==> src/rtl/core/gbb_pkg.sv <==
package gbb_pkg;

    // Pixel and arithmetic widths
    localparam int PIX_W     = 8;
    localparam int CH        = 3;
    localparam int RGB_W     = CH * PIX_W;
    localparam int WT_W      = 17;
    localparam int VP_W      = WT_W + PIX_W;     // one vertical tap product
    localparam int VS_W      = VP_W + 3;         // sum of up to eight vertical taps
    localparam int PROD_W    = VS_W + WT_W;      // horizontal tap product
    localparam int SUM_W     = PROD_W + 3;       // sum of up to eight horizontal taps
    localparam int BLUR_LSB  = 32;               // Q2.32 weight product
    localparam int BLUR_W    = SUM_W - BLUR_LSB;

    // Configuration register widths
    localparam int FW_W      = 12;
    localparam int FH_W      = 13;
    localparam int BR_W      = 2;
    localparam int CFG_W     = 17;
    localparam int CFG_IDX_W = 3;
    localparam int NUM_WT    = 4;

    // Result queue
    localparam int OUT_DEPTH = 16;
    localparam int OUT_AW    = 4;
    localparam int PEND_W    = 5;

    // Register indexes
    typedef enum logic [CFG_IDX_W-1:0] {
        REG_FRAME_WIDTH  = 3'd0,
        REG_FRAME_HEIGHT = 3'd1,
        REG_BLUR_RADIUS  = 3'd2,
        REG_WEIGHT_CTR   = 3'd3,
        REG_WEIGHT_ONE   = 3'd4,
        REG_WEIGHT_TWO   = 3'd5,
        REG_WEIGHT_THREE = 3'd6
    } cfg_reg_t;

    // Channel 2 is red, 1 green, 0 blue
    typedef logic [CH-1:0][PIX_W-1:0] rgb_t;

    typedef struct packed {
        logic [PIX_W-1:0] red_in;
        logic [PIX_W-1:0] green_in;
        logic [PIX_W-1:0] blue_in;
        logic             is_flush;
    } pix_in_t;

    typedef struct packed {
        logic [PIX_W-1:0] red_out;
        logic [PIX_W-1:0] green_out;
        logic [PIX_W-1:0] blue_out;
        logic             last_of_frame;
    } pix_out_t;

    // One window column as held by a cell
    typedef struct packed {
        logic [CH-1:0][VS_W-1:0] vsum;
        rgb_t                    orig;
    } cell_t;

    // Per-beat control carried down the pipeline
    typedef struct packed {
        logic has_res;
        logic interior;
        logic last;
    } ctrl_t;

endpackage

==> src/rtl/core/gbb_cell.sv <==
module gbb_cell (
    input  logic                                       clk,
    input  logic                                       shift,
    input  gbb_pkg::cell_t                             din,
    input  logic [gbb_pkg::WT_W-1:0]                   weight,
    output gbb_pkg::cell_t                             dout,
    output logic [gbb_pkg::CH-1:0][gbb_pkg::PROD_W-1:0] prod
);
    gbb_pkg::cell_t                              data_reg;
    logic [gbb_pkg::CH-1:0][gbb_pkg::PROD_W-1:0] prod_reg;

    // column moves one place older on each counted beat
    always_ff @(posedge clk)
    begin
        if (shift)
        begin
            data_reg <= din;
        end
    end

    // horizontal tap product, refreshed every cycle
    always_ff @(posedge clk)
    begin
        for (int c = 0; c < gbb_pkg::CH; c++)
        begin
            prod_reg[c] <= gbb_pkg::PROD_W'(data_reg.vsum[c]) *
                           gbb_pkg::PROD_W'(weight);
        end
    end

    assign dout = data_reg;
    assign prod = prod_reg;
endmodule

==> config.mk <==
export PLATFORM = sky130hd
export DESIGN_NAME = gbb_cell
export DESIGN_NICKNAME = d
export VERILOG_FILES = /design/src/rtl/core/gbb_pkg.sv /design/src/rtl/core/gbb_cell.sv
export SDC_FILE = /design/constraint.sdc
export NUM_CORES = 2
export LEC_CHECK = 0
export BUFFER_PORTS_ARGS = -buffer_cell sky130_fd_sc_hd__buf_4
export CELL_PAD_IN_SITES_DETAIL_PLACEMENT = 1
export CELL_PAD_IN_SITES_GLOBAL_PLACEMENT = 2
export CORE_MARGIN = 2
export CORE_UTILIZATION = 40
export DETAILED_ROUTE_END_ITERATION = 7
export GPL_TIMING_DRIVEN = 0
export PLACE_DENSITY_LB_ADDON = 0.1
export SYNTH_ARGS = -nofsm -noshare
export SYNTH_HDL_FRONTEND = slang
export SYNTH_SLANG_ARGS = --single-unit
==> constraint.sdc <==
create_clock -name clk -period 18.1 [get_ports clk]
set_input_delay 3.62 -clock clk [delete_from_list [all_inputs] [get_ports clk]]
set_output_delay 3.62 -clock clk [all_outputs]
set_load 0.005 [all_outputs]
Word level (Yosys, flattened, before mapping)
Index checks and enable logic that the tools add are counted.
{"block": "word_totals", "elab_cells": 12, "out_inout_bits": 243, "ff_bits": 243}
{"block": "classes", "n_mul": 3}
{"operator": "28-bit by 17-bit multiplier with 45-bit output", "count": 3}

Longest topological paths before layout
{"block": "logic_depth", "word_depth": 1, "depth_mapped": 25}

Worst setup path after synthesis
Ideal clock, no wire load.
{"block": "synth_timing", "path_type": "in2reg", "from": "in weight[2] (netlist name)", "to": "reg prod_reg, in the netlist prod[19]", "path_stages": 21, "setup_slack_ns": 8.841, "n_path_buf": 2, "arrival_time_ns": 9.138, "path_cell_list": "clkbuf_1 clkbuf_1 nand2_1 fa_1 fa_1 fa_1 fa_1 inv_1 fa_1 inv_1 fa_1 inv_1 ha_1 a21o_1 a221oi_1 o21ai_2 a21oi_2 nor2b_1 o21a_1 o41a_1 xor2_1"}
{"block": "synth_between", "elab_chain_cells": 1}
{"element": "from (decl)", "line": "gbb_cell.sv:5", "rtl": "input logic [gbb_pkg::WT_W-1:0] weight,"}
{"element": "28-bit by 17-bit multiplier with 45-bit output", "line": "gbb_cell.sv:26", "rtl": "prod_reg[c] <= gbb_pkg::PROD_W'(data_reg.vsum[c]) *"}
{"element": "to (signal, indexed assignment)", "line": "gbb_cell.sv:26"}
{"element": "to (decl)", "line": "gbb_cell.sv:10", "rtl": "logic [gbb_pkg::CH-1:0][gbb_pkg::PROD_W-1:0] prod_reg;"}
Every way passes these cells.
A chain may end at the register's enable or synchronous reset.

Worst setup path in the final report
{"block": "layout_timing", "from": "in weight[3] (netlist name)", "to": "reg prod_reg, in the netlist prod[133]"}
The elaborated chain is that of the path after synthesis.

==> impl_metrics.json <==
{
  "required_ns": 18.60,
  "whs_endpoint": "prod[46]",
  "slowest_delay_ns": 0.97,
  "drc_errors": 0,
  "grt_overflow": 0,
  "path_cells": "clkbuf_1 -> clkbuf_1 -> nand2_1 -> fa_1 -> fa_1 -> fa_1 -> inv_1 -> fa_1 -> fa_1 -> inv_1 -> fa_1 -> inv_1 -> ha_1 -> a21oi_1 -> o221a_2 -> o2111ai_1 -> a311oi_1 -> o211ai_1 -> a31oi_2 -> o211ai_1 -> xor2_1",
  "clock_sinks": 243,
  "synth.net_count": 7325,
  "synth_edf_count": 108,
  "yosysWarnings": 0,
  "worstSetupStartpointType": "input pin",
  "clk_path_buf_depth": 3,
  "die_y_um": 364.8,
  "fp.dieW_um": 364.8,
  "cp_slowest_cell": "clkbuf_1",
  "rows": 132,
  "post_cts_buffers": 0,
  "worstRegToRegCells": 22,
  "first_global_vias": 44630,
  "hold_depth": 2,
  "core_area_mm2": 0.1293,
  "largest_reg_flops": 135,
  "die_area_mm2": 0.1331,
  "hold_path_class": "reg -> reg",
  "cts_made_buffers": 31,
  "yosys.area_share.simple_pct": 15.58,
  "end_kind": "flip-flop",
  "synth.avg_cell_area_um2": 9.176,
  "worst-r2r-setup-slack_ns": 10.41,
  "fin_area_mm2": 0.05810,
  "tightest_slew_ns": 1.550,
  "status": "finished with violations",
  "crit_top_cell": "fa_1",
  "cts-root-buf": "clkbuf_16",
  "post_cts_resized": 0,
  "crit_type": "in -> reg",
  "wl_per_cell_um": 24.18,
  "via_per_inst": 5.095,
  "critPathMaxFanout": 10,
  "synth_xor_area_share_pct": 1.850,
  "grt_pass1_wl_um": 284400,
  "netlist_area_mm2": 0.05206,
  "min_period_over_period_pct": 60.75,
  "synthDistinctLibCells": 77,
  "synth-adder-area-share_pct": 53.45,
  "clock_latency_ns": 0.67,
  "drt.antenna.violating_nets": 0,
  "synth-seq-cells": 243,
  "hold_buffers": 0,
  "slew_headroom_pct": -3.337,
  "port-buffer-count": 352,
  "drv_cap": 4,
  "grt_usage_pct": 29.18,
  "synthArstFlopShare_pct": 0,
  "tritoncts": "built",
  "slew_viol_final": 32,
  "critical_path.startpoint": "weight[3]",
  "setup_viol": 0,
  "boundaryPins": 370,
  "seq_area_frac_synth_pct": 11.42,
  "finClkSkew_ns": 0.03999,
  "start_util_pct": 40.26,
  "syn_to_final_growth_pct": 11.59,
  "violations": "max-capacitance violations, max-slew violations",
  "layout-drive-gt1-share_pct": 7.623,
  "layout_min_cycle_time_ns": 11.00,
  "drt_iter0_markers": 2308,
  "synth_top_family_by_area": "adder cells",
  "wl_um": 189600,
  "r2r-start": "dout[87]",
  "first_pass_iters": 5,
  "cts_htree_levels": 1,
  "gp_congestion": 0.9126,
  "antenna_found_initial": 25,
  "syn_inst": 5674,
  "nets": 7713,
  "synthFlopType": "dfxtp_1",
  "hold_viol": 0,
  "rr_endpoint": "prod[133]",
  "dp_hpwl_um": 157000,
  "critPathArrivalTime_ns": 11.50,
  "synthMuxAreaShare_pct": 0.02163,
  "vias": 39960,
  "place_area_mm2": 0.05695,
  "hold_path.startpoint": "dout[52]",
  "grt_setup_unrepaired": "false",
  "max_freq_ghz": 0.09095,
  "fin_tns_setup_ns": 0,
  "grt_max_degree": 80,
  "synth_compound_area_share_pct": 5.316,
  "path_clk_slew_ns": 0.06
}
==> Yosys cell counts (9+ instances only) <==
cell      instances  area share [%]
dfxtp_1         135             5.2
clkbuf_1        263             1.9
nand2b_1         14            0.17
a21o_1           74             1.1
xor2_1           31            0.52
o21a_1           17            0.25
nand4_1          23            0.28
o21ai_0          53            0.51
nor2b_1          12            0.14
a21oi_1         107             1.0
and2_1          570             6.8
a31oi_1          16            0.19
edfxtp_1        108             6.2
o211ai_1         10            0.14
inv_1          1441              10
nand2_1         931             6.7
o21ai_1           9           0.087
nand3_1          30            0.29
fa_1           1167              45
ha_1            357             8.6
nor3_1           15            0.14
o21bai_1         17            0.25
nor2_1           57            0.41
xnor2_1          79             1.3
a211oi_1         12            0.17
and3_1           10            0.12
==> placed cells by master (no fill, tap or decap), types with 14 or more instances in the layout <==
| master | netlist | final |
|---|---|---|
| a31oi_1 | 16 | 16 |
| xnor2_1 | 79 | 79 |
| nand2b_1 | 14 | 14 |
| and2_1 | 570 | 570 |
| nor2_1 | 57 | 57 |
| inv_1 | 1441 | 1441 |
| dfxtp_1 | 135 | 135 |
| edfxtp_1 | 108 | 108 |
| a21oi_1 | 107 | 107 |
| nor3_1 | 15 | 15 |
| clkbuf_16 | 0 | 32 |
| o21a_1 | 17 | 17 |
| a21o_1 | 74 | 74 |
| nand4_1 | 23 | 23 |
| o21ai_0 | 53 | 53 |
| buf_4 | 0 | 351 |
| fa_1 | 1167 | 1167 |
| nand2_1 | 931 | 931 |
| ha_1 | 357 | 357 |
| clkbuf_1 | 263 | 262 |
| o21bai_1 | 17 | 17 |
| xor2_1 | 31 | 31 |
| nand3_1 | 30 | 30 |
==> worst max path at each step <==
stage	end	slack [ns]	depth (start not counted)
after floorplan	prod[19]	8.84	21
after global placement	prod[133]	6.54	21
after detailed placement	prod[133]	6.57	21
after CTS	prod[133]	7.22	21
after global routing	prod[133]	6.91	21
final	prod[133]	7.10	21
==> layer usage <==
layer,global-route usage (%),wire length (µm)
met1,37.98,77760
met2,49.48,91550
met3,4.969,13550
met4,9.148,6744
met5,0,42
==> cells by family (layout without fill, tap and decap cells) <==
logic type,after synthesis,in the layout
xor gates and xnor gates,110,110
DFF,243,243
muxes,1,1
and+or+nand+nor,1693,1693
adders and majority gates,1524,1524
other,0,13
buffers and inverters,1712,2125
AOI/OAI and AO/OA,391,391
==> stage by stage <==
step	std cells	worst slack, ns	hold slack (ns)	utilization (%)
after CTS	7828	7.221	1.007	44.89
after floorplan	5674	8.841	0.5792	-
final	7842	7.105	0.9708	44.93
after global placement	7768	6.543	0.9618	43.99
after detailed placement	7770	6.573	0.9867	44.04
after global routing	7829	6.909	1.016	44.90
==> final cells by class <==
class	count	area, µm²
Inverter	1441	5409
Buffer	271	1031
Clock buffer	38	863.3
Clock inverter	20	240.2
Timing Repair Buffer	355	2716
Multi-Input combinational cell	3719	39680
Fill cell	15170	71220
Antenna cell	13	32.53
Tap cell	1742	2180
Sequential cell	243	5946
==> critical path: cells and delay by family <==
kind	cells	cell delay (ns)
AND/OR/NAND/NOR	1	0.17
buffers and inverters	5	1.92
XOR/XNOR	1	0.17
AO/OA/AOI/OAI	7	2.06
adder cells (fa/ha/maj)	7	3.51
Power is left out: the tool's default activity adds up to more than one toggle a clock period on the data nets, which glitch-free logic cannot reach.
